$ cat src/hdl/sorted_value_list_engine_unit_assert.svh
// Assertion macros for the sorted value list engine.
`ifndef SORTED_VALUE_LIST_ENGINE_UNIT_ASSERT_SVH
`define SORTED_VALUE_LIST_ENGINE_UNIT_ASSERT_SVH

// Condition that must hold at every clock edge out of reset.
`define SVLE_ASSERT_ALWAYS(label, cond, msg) \
    label: assert property (@(posedge clk) disable iff (!rst_n) (cond)) else $error(msg);

// Consequent that must hold in the cycle after the antecedent.
`define SVLE_ASSERT_NEXT(label, ante, cons, msg) \
    label: assert property (@(posedge clk) disable iff (!rst_n) (ante) |=> (cons)) \
        else $error(msg);

`endif

$ cat src/hdl/svle_pkg.sv
// Package: sizes, codes and item types of the sorted value list engine.
package svle_pkg;

    localparam int DEPTH       = 16;
    localparam int VALUE_WIDTH = 32;
    localparam int CNT_W       = 5;
    localparam int CMD_W       = 2;
    localparam int STATUS_W    = 2;

    localparam logic [CMD_W-1:0] CMD_INSERT = 2'd0;
    localparam logic [CMD_W-1:0] CMD_SEARCH = 2'd1;
    localparam logic [CMD_W-1:0] CMD_REMOVE = 2'd2;

    localparam logic [STATUS_W-1:0] ST_OK        = 2'd0;
    localparam logic [STATUS_W-1:0] ST_NOT_FOUND = 2'd1;
    localparam logic [STATUS_W-1:0] ST_FULL      = 2'd2;

    typedef logic signed [VALUE_WIDTH-1:0] value_t;
    typedef logic [CNT_W-1:0]              count_t;

    typedef struct packed {
        logic [CMD_W-1:0] command;
        value_t           operand_value;
    } in_item_t;

    typedef struct packed {
        logic [STATUS_W-1:0] status;
        count_t              entry_count;
        logic                store_empty;
        value_t              largest_value;
    } out_item_t;

    // Broadcast to every cell for the item being accepted.
    typedef struct packed {
        logic   ins_en;
        logic   rem_en;
        value_t value;
    } cell_ctl_t;

    // What a cell shows its neighbours: contents and its insert-point flag.
    typedef struct packed {
        value_t value;
        logic   valid;
        logic   ins_flag;
    } cell_link_t;

    // What a cell reports to the top level.
    typedef struct packed {
        logic   match;
        logic   nxt_valid;
        value_t nxt_value;
    } cell_stat_t;

endpackage

$ cat src/hdl/svle_cell.sv
// One storage cell of the sorted chain: holds an entry, shifts right on insert, left on remove.
module svle_cell (
    input  logic               clk,
    input  logic               rst_n,
    input  svle_pkg::cell_ctl_t  ctl,
    input  svle_pkg::cell_link_t left_link,
    input  svle_pkg::cell_link_t right_link,
    output svle_pkg::cell_link_t link,
    output svle_pkg::cell_stat_t stat
);

    svle_pkg::value_t value_reg;
    svle_pkg::value_t value_next;
    logic             valid_reg;
    logic             valid_next;
    logic             ins_here;
    logic             rm_here;

    // Insert point: first cell that is empty or holds a larger value.
    assign ins_here = !valid_reg || (ctl.value < value_reg);
    // Remove: every cell at or past the first value not below the operand pulls from the right.
    assign rm_here  = !valid_reg || !(value_reg < ctl.value);

    always_comb
    begin
        value_next = value_reg;
        valid_next = valid_reg;
        if (ctl.ins_en)
        begin
            if (left_link.ins_flag)
            begin
                value_next = left_link.value;
                valid_next = left_link.valid;
            end
            else if (ins_here)
            begin
                value_next = ctl.value;
                valid_next = 1'b1;
            end
        end
        else if (ctl.rem_en && rm_here)
        begin
            value_next = right_link.value;
            valid_next = right_link.valid;
        end
    end

    always_ff @(posedge clk or negedge rst_n)
    begin
        if (!rst_n)
        begin
            valid_reg <= 1'b0;
        end
        else
        begin
            valid_reg <= valid_next;
        end
    end

    always_ff @(posedge clk)
    begin
        value_reg <= value_next;
    end

    assign link.value    = value_reg;
    assign link.valid    = valid_reg;
    assign link.ins_flag = ins_here;

    assign stat.match     = valid_reg && (value_reg == ctl.value);
    assign stat.nxt_valid = valid_next;
    assign stat.nxt_value = value_next;

endmodule

$ cat src/hdl/sorted_value_list_engine_unit.sv
// Sorted value list engine: a row of shifting cells holding values in ascending order.
// The result of an item is registered and presented in the cycle after the item is accepted.
// Throughput: one item per cycle while results are taken.
// The output register frees whenever its result is taken, so a new item enters in that same cycle.
// Reset: rst_n clears the cell valid bits, the count and the output valid; entries are not cleared.
module sorted_value_list_engine_unit (
    input  logic                clk,
    input  logic                rst_n,
    input  logic                in_valid,
    output logic                in_ready,
    input  svle_pkg::in_item_t  in_data,
    output logic                out_valid,
    input  logic                out_ready,
    output svle_pkg::out_item_t out_data
);

    svle_pkg::cell_ctl_t  ctl;
    svle_pkg::cell_link_t links [svle_pkg::DEPTH];
    svle_pkg::cell_link_t left_in [svle_pkg::DEPTH];
    svle_pkg::cell_link_t right_in [svle_pkg::DEPTH];
    svle_pkg::cell_stat_t stats [svle_pkg::DEPTH];

    logic [svle_pkg::DEPTH-1:0] match_vec;
    logic [svle_pkg::DEPTH-1:0] valid_vec;
    logic [svle_pkg::DEPTH-1:0] last_vec;

    svle_pkg::count_t    count_reg;
    svle_pkg::count_t    count_next;
    logic                out_valid_reg;
    logic                out_valid_next;
    svle_pkg::out_item_t out_data_reg;
    svle_pkg::out_item_t out_data_next;

    logic             accept;
    logic             full;
    logic             found;
    svle_pkg::value_t largest;

    assign in_ready = !out_valid_reg || out_ready;
    assign accept   = in_valid && in_ready;
    assign full     = (count_reg == svle_pkg::count_t'(svle_pkg::DEPTH));
    assign found    = |match_vec;

    assign ctl.value  = in_data.operand_value;
    assign ctl.ins_en = accept && (in_data.command == svle_pkg::CMD_INSERT) && !full;
    assign ctl.rem_en = accept && (in_data.command == svle_pkg::CMD_REMOVE) && found;

    genvar i;
    generate
        for (i = 0; i < svle_pkg::DEPTH; i++)
        begin : g_cell
            if (i == 0)
            begin : g_first
                assign left_in[i] = '0;
            end
            else
            begin : g_mid
                assign left_in[i] = links[i-1];
            end

            if (i == svle_pkg::DEPTH - 1)
            begin : g_last
                assign right_in[i] = '0;
                assign last_vec[i] = stats[i].nxt_valid;
            end
            else
            begin : g_inner
                assign right_in[i] = links[i+1];
                assign last_vec[i] = stats[i].nxt_valid && !stats[i+1].nxt_valid;
            end

            svle_cell u_cell (
                .clk        (clk),
                .rst_n      (rst_n),
                .ctl        (ctl),
                .left_link  (left_in[i]),
                .right_link (right_in[i]),
                .link       (links[i]),
                .stat       (stats[i])
            );

            assign match_vec[i] = stats[i].match;
            assign valid_vec[i] = links[i].valid;
        end
    endgenerate

    // Largest entry after the update: the last valid cell of the next state, zero when empty.
    always_comb
    begin
        largest = '0;
        for (int k = 0; k < svle_pkg::DEPTH; k++)
        begin
            largest = largest | (stats[k].nxt_value & {svle_pkg::VALUE_WIDTH{last_vec[k]}});
        end
    end

    always_comb
    begin
        count_next = count_reg;
        if (ctl.ins_en)
        begin
            count_next = count_reg + svle_pkg::count_t'(1);
        end
        else if (ctl.rem_en)
        begin
            count_next = count_reg - svle_pkg::count_t'(1);
        end
    end

    always_comb
    begin
        out_data_next.entry_count   = count_next;
        out_data_next.store_empty   = (count_next == '0);
        out_data_next.largest_value = largest;
        unique case (in_data.command)
            svle_pkg::CMD_INSERT:
                out_data_next.status = full ? svle_pkg::ST_FULL : svle_pkg::ST_OK;
            svle_pkg::CMD_SEARCH,
            svle_pkg::CMD_REMOVE:
                out_data_next.status = found ? svle_pkg::ST_OK : svle_pkg::ST_NOT_FOUND;
            default:
                out_data_next.status = svle_pkg::ST_OK;
        endcase
    end

    always_comb
    begin
        out_valid_next = out_valid_reg;
        if (accept)
        begin
            out_valid_next = 1'b1;
        end
        else if (out_ready)
        begin
            out_valid_next = 1'b0;
        end
    end

    always_ff @(posedge clk or negedge rst_n)
    begin
        if (!rst_n)
        begin
            count_reg     <= '0;
            out_valid_reg <= 1'b0;
        end
        else
        begin
            count_reg     <= count_next;
            out_valid_reg <= out_valid_next;
        end
    end

    always_ff @(posedge clk)
    begin
        if (accept)
        begin
            out_data_reg <= out_data_next;
        end
    end

    assign out_valid = out_valid_reg;
    assign out_data  = out_data_reg;

`include "sorted_value_list_engine_unit_assert.svh"

    `SVLE_ASSERT_ALWAYS(a_count_range, count_reg <= svle_pkg::count_t'(svle_pkg::DEPTH), "count beyond depth")
    `SVLE_ASSERT_ALWAYS(a_valid_count, $countones(valid_vec) == int'(count_reg), "cell valids disagree with count")
    `SVLE_ASSERT_ALWAYS(a_single_op, !(ctl.ins_en && ctl.rem_en), "insert and remove together")
    `SVLE_ASSERT_NEXT(a_full_refused, accept && in_data.command == svle_pkg::CMD_INSERT && full, out_data.status == svle_pkg::ST_FULL && $stable(count_reg), "insert into full store not refused")

endmodule

$ cat config.mk
export PLATFORM = sky130hd
export DESIGN_NAME = sorted_value_list_engine_unit
export DESIGN_NICKNAME = d
export VERILOG_FILES = /design/src/hdl/svle_pkg.sv /design/src/hdl/svle_cell.sv /design/src/hdl/sorted_value_list_engine_unit.sv
export VERILOG_INCLUDE_DIRS = /design/src /design/src/hdl
export SDC_FILE = /design/constraint.sdc
export NUM_CORES = 2
export LEC_CHECK = 0
export BUFFER_PORTS_ARGS = -buffer_cell sky130_fd_sc_hd__buf_2
export CAP_MARGIN = 10
export CORE_UTILIZATION = 55
export DETAILED_ROUTE_END_ITERATION = 10
export GPL_ROUTABILITY_DRIVEN = 0
export PLACE_DENSITY = 0.71
export SYNTH_ARGS = -nofsm -noshare
export SYNTH_HDL_FRONTEND = slang
export SYNTH_HIERARCHICAL = 1
export SYNTH_SLANG_ARGS = --single-unit
$ cat constraint.sdc
create_clock -name clk -period 12.2 [get_ports clk]
set_input_delay 2.44 -clock clk [delete_from_list [all_inputs] [get_ports clk]]
set_output_delay 2.44 -clock clk [all_outputs]
set_load 0.05 [all_outputs]
* Yosys cells after proc, flatten, opt, wreduce, memory -nomap -nowiden
Index checks and enable logic that the tools add are counted.
** Storage, ports and cells
- Output and inout bits :: 42
- Word-level logic and storage cells :: 394
- Input port bits :: 38
- Register bits after elaboration :: 574
** Operators by class
- Reduce and logical (&&, ||, !) cells :: 139
- Bitwise logic cells :: 31
- $add $sub $neg :: 2
- Equal/unequal tests :: 19
- Mux-type cells :: 133
- $lt $le $gt $ge :: 32
** Operator list (number)
- $mux W32 :: 63
- $lt A32 B32 Y1 :: 32
- $and A32 B32 Y32 :: 16
- $eq A32 B32 Y1 :: 16
- $or A32 B32 Y32 :: 15
- $mux W1 :: 66
- $logic_and A1 B1 Y1 :: 52
- $logic_not A1 Y1 :: 49
- $logic_or A1 B1 Y1 :: 33
- $reduce_or A16 Y1 :: 1
- $mux W5 :: 2
- $add A5 B1 Y5 const B :: 1
- $eq A5 B5 Y1 const B :: 1
- $logic_not A5 Y1 :: 1
- $sub A5 B1 Y5 const B :: 1
- $pmux W2 S2 :: 1
- $eq A2 B1 Y1 const B :: 1
- $eq A2 B2 Y1 const B :: 1
- $logic_not A2 Y1 :: 1
- $mux W2 :: 1
- $reduce_bool A2 Y1 :: 1
- $reduce_or A2 Y1 :: 1

* Depth between registers and ports, before layout
- Word-level depth :: 26
- Depth in mapped cells :: 24

* Modules after synthesis
The synthesis kept the hierarchy.
** By module, submodules not included
- svle_cell :: times used 16, sequential area each 665.6 um^2, cells an instance 358, area an instance 2950.3 um^2
- sorted_value_list_engine_unit :: times used 1, sequential area each 1351.3 um^2, cells an instance 461, area an instance 4536.9 um^2

* Worst setup path after synthesis
OpenSTA, ideal clock, no wires.
- Path kind :: input to register
- Start :: input in_data[31] (netlist name)
- End :: register out_data_reg, in the netlist out_data[11] (data pin)
- Required time :: 11927 ps
- Library setup time :: 273 ps
- Stages on the path :: 23
- Arrival :: 6914 ps
- Path slack :: 5013 ps
- Path buffers :: 6
- Path through :: inv_1 ha_1 nand4_2 or4_4 nor3_2 and3_1 buf_2 buf_2 nor4_1 and4_4 or2_1 buf_6 inv_1 inv_1 o21ai_0 a21oi_1 buf_4 nor2b_1 clkbuf_1 clkbuf_1 a22o_1 a221oi_1 nand4_1
** RTL lines
- from (decl) :: RTL line sorted_value_list_engine_unit.sv:11 : input svle_pkg::in_item_t in_data,
- to (signal assigned) :: RTL line sorted_value_list_engine_unit.sv:157 : out_data_reg <= out_data_next;
- to (decl) :: RTL line sorted_value_list_engine_unit.sv:31 : svle_pkg::out_item_t out_data_reg;

==> impl_metrics.csv <==
group,metric,value,unit
floorplan,floorplan.die_area,95300,µm²
detailed_routing,wl_final,184,mm
detailed_routing,wl_met2,73.7,mm
detailed_routing,ant_nets,0,
clocking,cts_root_cell,"sky130_fd_sc_hd__clkbuf_16",
clocking,postCtsSetupRepairBufs,0,
synthesis,syn-mean-instance-area,8.36,µm²
sta,max_freq,115,MHz
sta,timing_worst_slew_pin_value,1.25,ns
finish,flow.area_growth_from_synthesis,4.03,%
setup_path,critPathMaxFanout,65,
power,proportion_of_power_drawn_by_flip_flops_and_latches,24.1,%
global_route,grt_pass1_vias,45100,
floorplan,core-area,93200,µm²
worst_hold_path,min_path_cells,1,
detailed_routing,met3RoutedLength,28.1,mm
setup_path,worst_ep_required_time,12.53,ns
placement,placement.setup.worst_slack,3.24,ns
global_route,grt_max_degree,221,
power,comb_power_share,62.9,%
worst_hold_path,min_from,"count_reg[2]",
clocking,clock_tree.buffer_depth,3,
finish,final_net_count,6450,
clocking,cts-buffers-inserted,72,
global_route,grt_pass1_wl,276,mm
detailed_routing,firstDrtPassIters,8,
detailed_routing,drt_first_iter_violations,6911,
floorplan,pin_count,80,
setup_path,cp-start-kind,"input port",
detailed_routing,detailroute.via_count,50600,
global_route,grt_antenna_before_repair,3,
power,sw_frac_of_total,52.4,%
power,clock_power_share,13.0,%
sta,post-route-period-util,71.2,%
power,vdd_drop_max,0.297,mV
clocking,cts_tree,"built",
setup_path,reg2reg_from,"g_cell[6].u_cell/value_reg[27]",
sta,final.min_clock_period,8.69,ns
power,areal_power_density_over_the_cells,310,nW/µm²
worst_hold_path,timing.hold.worst_endpoint,"count_reg[2]",
setup_path,worstSetupPathType,"input port to flop",
power,static-leakage-power,21.6,nW
clocking,clk_pin_slew,0.06,ns
clocking,postCtsHoldBufs,0,
detailed_routing,maxUsedRoutingLayer,"met5",
worst_hold_path,hp-class,"flop to flop",
placement,dpl.cell_count,7075,
sta,finalHoldViolCount,0,
detailed_routing,via_to_cell_ratio,7.02,
sta,totalNegativeSetupSlack,0,ns
finish,layout.cells.non_filler,7205,
setup_path,critical_path.reg2reg.endpoint,"out_data[24]",
power,internal_power,7.93,mW
setup_path,timing.reg2reg.setup_slack,5.52,ns
setup_path,worstPathArrival,9.01,ns
sta,fin_worst_skew,0.0275,ns
floorplan,die-width,309,µm
placement,placement.io_buffers,79,
power,net_switching_power_of_the_design,8.73,mW
synthesis,yosysWarnings,6,
global_route,aggregate_global_route_resource_usage,37.1,%
setup_path,ff2ff_path_depth,18,
setup_path,worst_setup_end_kind,"flop",
finish,largest_register_ff_count,512,
finish,leading_cell_type_in_the_layout_fill_and_taps_excluded,"sky130_fd_sc_hd__o21ai_0",
placement,detailedPlacementHpwl,135,mm
clocking,clkSinkCount,574,
detailed_routing,route.layer.met1.wl,76.9,mm
floorplan,fp-row-count,112,
clocking,clkLatencyLatePin,0.65,ns
detailed_routing,post-route-drc-count,0,
global_route,grt_overflow_total,0,
detailed_routing,avgRoutedWirePerCell,25.6,µm
floorplan,start_util,55.5,%
sta,worst_slack,3.51,ns
finish,drive_above_1_share,7.45,%
finish,most_used_cells_in_the_layout_excluding_fill_and_tap_cells,"sky130_fd_sc_hd__o21ai_0, sky130_fd_sc_hd__inv_1, sky130_fd_sc_hd__ha_1",
setup_path,setup.worst_path.start,"in_data[27]",
sta,rsz0062_at_grt,"no",
run_status,run_status,"complete, no violations",
synthesis,post_synth_inst_count,6188,
sta,relSlewSlack,16.2,%
synthesis,netlist_area_pre_place,51700,µm²
clocking,htreeDepth,3,
sta,timing.final.setup_violations,0,
clocking,resized_gates_after_cts,0,
job,timing.max_cap.violations,0,
floorplan,die-height,309,µm
sta,timing.final.max_slew_violations,0,
[per-layer routing]
layer,global-route usage (%),vias to the layer above
li1,-,23400
met1,51.8,24000
met2,51.7,2819
met3,14.6,318
met4,11.2,4
met5,0,-
[worst max path at each step]
stage,endpoint,depth (start not counted)
after global routing,out_data[24],20
after floorplan,out_data[11],23
final,out_data[24],20
after global placement,out_data[24],20
after CTS,out_data[24],20
after detailed placement,out_data[24],20
[cell type report]
type | instances | area [µm²]
clock inverters | 21 | 134
fillers | 8401 | 39400
well taps | 1254 | 1570
repair buffers | 154 | 996
inverters | 585 | 2200
flip-flops and latches | 574 | 12000
clock buffers | 108 | 2170
diodes | 1 | 2.50
multi-input cells | 4508 | 34700
[critical path, cell delays in order]
cell and delay [ns]:
sky130_fd_sc_hd__buf_2 0.38, sky130_fd_sc_hd__inv_1 0.13, sky130_fd_sc_hd__ha_1 0.35, sky130_fd_sc_hd__nand4_1 0.20
sky130_fd_sc_hd__or4_4 0.61, sky130_fd_sc_hd__nor3_2 0.32, sky130_fd_sc_hd__and3_2 0.24, sky130_fd_sc_hd__buf_4 0.51
sky130_fd_sc_hd__nor4_1 0.18, sky130_fd_sc_hd__and4_4 0.29, sky130_fd_sc_hd__or2_1 0.34, sky130_fd_sc_hd__inv_1 0.11
sky130_fd_sc_hd__buf_4 0.37, sky130_fd_sc_hd__inv_1 0.20, sky130_fd_sc_hd__nor2_8 0.65, sky130_fd_sc_hd__mux2i_1 0.30
sky130_fd_sc_hd__o22ai_1 0.16, sky130_fd_sc_hd__a22o_1 0.28, sky130_fd_sc_hd__a221oi_1 0.68, sky130_fd_sc_hd__nand4_1 0.18
[stage by stage]
| stage | cell area [µm²] | hold slack (ns) | power (mW) | utilization, % |
|---|---|---|---|---|
| 6_report | 53800 | 0.569 | 16.7 | 57.8 |
| 5_1_grt | 53800 | 0.601 | 17.6 | 57.8 |
| 4_1_cts | 53800 | 0.570 | 16.2 | 57.8 |
| 3_5_place_dp | 51500 | 0.553 | 14.0 | 55.3 |
| 3_3_place_gp | 51500 | 0.562 | 13.8 | 55.3 |
| 2_1_floorplan | 52000 | 0.505 | 11.7 | - |
[power groups by stage]
| stage | logic, mW | registers, mW | clock network, mW |
|---|---|---|---|
| floorplan | 7.89 | 3.76 | 0 |
| global placement | 9.87 | 3.94 | 0 |
| detailed placement | 10.0 | 3.99 | 0 |
| CTS | 10.1 | 3.96 | 2.17 |
| global route | 11.2 | 4.13 | 2.25 |
| finish | 10.5 | 4.02 | 2.17 |
Power figures use the tool's default switching activity.
